==> src/oaht_ram.sv <==
module oaht_ram #(
    parameter int WIDTH = 8,
    parameter int DEPTH = 16
) (
    input  logic                     i_clk,
    input  logic                     i_we,
    input  logic [$clog2(DEPTH)-1:0] i_waddr,
    input  logic [WIDTH-1:0]         i_wdata,
    input  logic [$clog2(DEPTH)-1:0] i_raddr,
    output logic [WIDTH-1:0]         o_rdata
);

    logic [WIDTH-1:0] r_mem [DEPTH];
    logic [WIDTH-1:0] r_rdata;

    always_ff @(posedge i_clk) begin
        if (i_we) begin
            r_mem[i_waddr] <= i_wdata;
        end
        r_rdata <= r_mem[i_raddr];
    end

    assign o_rdata = r_rdata;

endmodule

==> config.mk <==
export PLATFORM = sky130hd
export DESIGN_NAME = oaht_ram
export DESIGN_NICKNAME = d
export VERILOG_FILES = /design/src/oaht_ram.sv
export SDC_FILE = /design/constraint.sdc
export NUM_CORES = 1
export LEC_CHECK = 0
export BUFFER_PORTS_ARGS = -buffer_cell sky130_fd_sc_hd__buf_2
export CAP_MARGIN = 20
export CORE_ASPECT_RATIO = 0.8
export CORE_MARGIN = 2
export CORE_UTILIZATION = 55
export CTS_BUF_LIST = sky130_fd_sc_hd__clkbuf_2
export DETAILED_ROUTE_END_ITERATION = 8
export PLACE_DENSITY = 0.76
export SYNTH_ARGS = -nofsm -noshare
export SYNTH_HDL_FRONTEND = slang
export SYNTH_SLANG_ARGS = --single-unit
==> constraint.sdc <==
create_clock -name i_clk -period 1.85 [get_ports i_clk]
set_input_delay 0.4625 -clock i_clk [delete_from_list [all_inputs] [get_ports i_clk]]
set_output_delay 0.4625 -clock i_clk [all_outputs]
set_load 0.05 [all_outputs]
# Yosys cells after proc, flatten, opt, wreduce, memory -nomap -nowiden
# Memories as Yosys holds them, arrays and structs flattened. A register that Yosys moved wholly into a read port is not among the register bits.
# Cells that the tools add are included.
# totals
memories	1
out_inout_bits	8
wordCells	3
ramBits	128
register_bits	0
# memory_table
name	depth	word_bits	rd	rd_ports_with_merged_regs	write_ports	line	text
r_mem	16	8	1	1	1	13	logic [WIDTH-1:0] r_mem [DEPTH];
# op_classes
mux	2
# ops
operator	count
$mux 1	2

# Longest topological paths before layout
# logic_depth
depth_word	2
mapped_depth	5
depth_no_buf	3

# Worst setup path after synthesis
# Ideal clock, no wire load.
# synth_timing
path_kind	input to register
from	in i_waddr[2]
to	mem r_mem[0][0] (enable)
slack_ps	-105
arrival_time_ps	1572
t_required_ps	1467
stages	2
cell_sequence	or3b_2 nor3_1
# synth_rtl
element	line	text
start, declared	7	input logic [$clog2(DEPTH)-1:0] i_waddr,
end, declared	13	
# Straight into the memory's write port.

# Worst setup path after layout
# layout_timing
from	reg r_rdata[6] (netlist: o_rdata[6]), read port of r_mem
to	out o_rdata[6]
# layout_rtl
element	line	text
start, declared	14	logic [WIDTH-1:0] r_rdata;
end, declared	10	output logic [WIDTH-1:0] o_rdata
# No word-level cell between the ends.

==> metrics.md <==
| Metric | Value |
|---|---|
| Final Setup Violations | 0 |
| Fin crit share | 0.943 |
| Proportion of synthesized area in mux cells | 0.150 |
| Multi-input gate area | 1060 µm² |
| Comb pwr share | 0.069 |
| Layout net count | 307 |
| Status | finished clean |
| Leakage power total | 2.01 nW |
| Unique masters post-synth | 19 |
| Number of remaining DRC errors | 0 |
| Detail Route Antenna Nets | 0 |
| Cells after Synth | 229 |
| Synth area leader | edfxtp_1 |
| Ys Warns | 0 |
| Crit-path slowest cell | dfxtp_1 |
| Largest family of logic cells by synthesized area | multiplexers |
| Synthesized Nets | 247 |
| Row cnt | 31 |
| I/O pin cnt | 26 |
| Worst-Margin Slew | 0.796 ns |
| Max stage delay on crit path | 0.40 ns |
| Peak Freq | 573 MHz |
| Post-synthesis share of cell area spent on and, or, nand and nor gates | 0.0318 |
| Clk root buf | clkbuf_2 |
| Die area | 10200 µm² |
| GRT Total Usage | 0.210 |
| XOR/XNOR Fraction of Synth Area | 0 |
| Global-route wire length before repair | 15.0 mm |
| Cell Area, Synth | 5150 µm² |
| Post-route setup TNS | 0 ns |
| Commonest cells after routing, fill and taps aside | 128 x edfxtp_1, 26 x buf_4, 22 x buf_2 |
| Max-Cap Viols | 0 |
| Share of cells above drive strength 1 | 0.331 |
| Storage cell area | 4010 µm² |
| Antenna violations before repair | 0 |
| Psw | 1.22 mW |
| PortBufs | 25 |
| Sw frac | 0.209 |
| P&R area growth vs syn | 13.5% |
| Pint | 4.61 mW |
| RSZ-0062 raised after global routing | no |
| Skew final | 0.0221 ns |
| Pwr Total | 5.82 mW |
| Clock latency on the worst-skew pair | 0.64 ns |
| Kind of critical path | flop to primary output |
| Chip height | 90.5 µm |
| Required @ worst endpoint | 1.39 ns |
| Die Span X | 112 µm |
| CP cell instances | clkbuf_4 |
| Worst setup margin | 0.105 ns |
| Worst Path Arrival | 1.28 ns |
| #FFs+latches synth | 136 |
| Routed WL per cell | 23.0 µm |
| Via/cell ratio | 5.96 |
| Clock Power Share | 0.336 |
| Syn Area/Cell | 22.5 µm² |
| Yosys top cell area share | 0.747 |
| Peak supply drop | 0.000787 V |
| Buffer count from post-CTS setup fixing | 0 |
| Total global routing overflow | 0 |
| Detail Placement HPWL | 6.51 mm |
| Total Wirelength | 9.61 mm |
| Pin count of the biggest net entering global routing | 33 |
| Initial core utilization | 0.567 |
| Slew headroom | 0.468 |
| Bufs and invs on worst path | 1 |
| Fill count | 631 |
| CTS tree | done |
| CP startpoint kind | flop |
| Worst hold path class | primary input to flop |
| DRT Pass-1 Iters | 4 |
| Final Hold Violating Endpoints | 0 |
| Place WS | -0.160 ns |
| H-Tree Level Count | 4 |
| Worst-path clk slew | 0.17 ns |
| Family with the most delay on the worst path | flip-flops |
| Cell Pwr Density | 996 nW/µm² |
| Fin. max-slew vios | 0 |
| Post-synthesis sequential area ratio | 0.778 |
| Core area | 9080 µm² |
| 1st-iter DRT viols | 287 |
| Crit path max fanout | 1 |
| Setup crit end kind | primary output |
| Largest cells by area after synthesis | edfxtp_1 75%, mux4_2 7.9%, mux4_1 7.1%, dfxtp_1 3.1%, a22oi_1 2.3% |
| Vias in the first global route | 2566 |
| Hold_buf cts | 0 |
| GPL Wtd Cong | 0.737 |
| Compound-cell area share of the yosys netlist | 0.0233 |
| Clock buffer depth | 2 |
| Vias | 2484 |
| CTS sink count | 136 |
| Commonest non-fill, non-tap cell in the layout | edfxtp_1 |
| Diode count | 0 |
| Tmin final | 1.75 ns |
| CTS buffer count | 17 |
| Reg power frac | 0.595 |
| Post-synthesis adder-cell area fraction | 0 |
[sequential cells by signal, indices dropped and copies added (netlist names)]
signal / count
o_rdata: 8
r_mem: 128
[path summary, 6_finish.rpt]
| kind | from | to | slack (ns) | cells after the start |
|---|---|---|---|---|
| max | o_rdata[6] | o_rdata[6] | 0.10 | 1 |
| min | i_wdata[6] | r_mem[5][6] | 0.18 | 1 |
| max reg2reg | r_mem[11][7] | o_rdata[7] | 0.43 | 3 |
| min reg2reg | r_mem[8][5] | o_rdata[5] | 0.71 | 3 |
[through the flow]
step           std cells  hold WS [ns]   util  area [µm²]
2_1_floorplan        229         0.561      -        5150
3_3_place_gp         385         0.656  0.612        5560
3_5_place_dp         385         0.659  0.612        5560
4_1_cts              417         0.124  0.643        5840
5_1_grt              417        0.0926  0.644        5840
6_report             417         0.182  0.644        5840
[layout make-up]
cell class,instances,share of cell area
Multi-Input combinational cell,83,0.182
Sequential cell,136,0.685
Timing Repair Buffer,51,0.0604
Tap cell,115,0.0246
Clock buffer,20,0.0171
Clock inverter,12,0.0308
[routing by layer]
metal | track usage | vias up | routed length (µm)
met5 | 0 | - | 0
met2 | 0.313 | 100 | 4480
met1 | 0.309 | 1284 | 4390
met4 | 0.0579 | 0 | 93
met3 | 0.0604 | 7 | 653
li1 | - | 1093 | -
[timing repair]
action | in CTS | in global routing
endpoints found under the setup margin | 1 | 3
hold endpoints to repair | 0 | 0
gates resized for setup | 1 | 4
[power by group through the flow]
stage	sequential, mW	clock [mW]	combinational (mW)
final	3.46	1.96	0.401
after global routing	3.47	2.15	0.430
after CTS	3.46	2.00	0.402
after detailed placement	3.53	0	0.399
after global placement	3.53	0	0.387
after floorplan	3.60	0	0.175
[logic make-up after synthesis]
group	count (synthesis)
compound gates	16
buf+inv	10
flops	136
mux	32
simple gates	35
[synth_stat cells]
master	instances
nand2b_1	2
or3b_2	1
nor3_1	4
and2b_1	1
nor2_1	13
buf_2	3
clkdlybuf4s25_2	3
dfxtp_1	8
buf_4	1
nand2_1	9
mux4_1	14
edfxtp_1	128
mux4_2	18
buf_6	3
nand3b_1	2
a22oi_1	16
nor2b_1	1
nand3_1	1
and2_1	1
No activity file was read; power rests on OpenSTA's default activity.
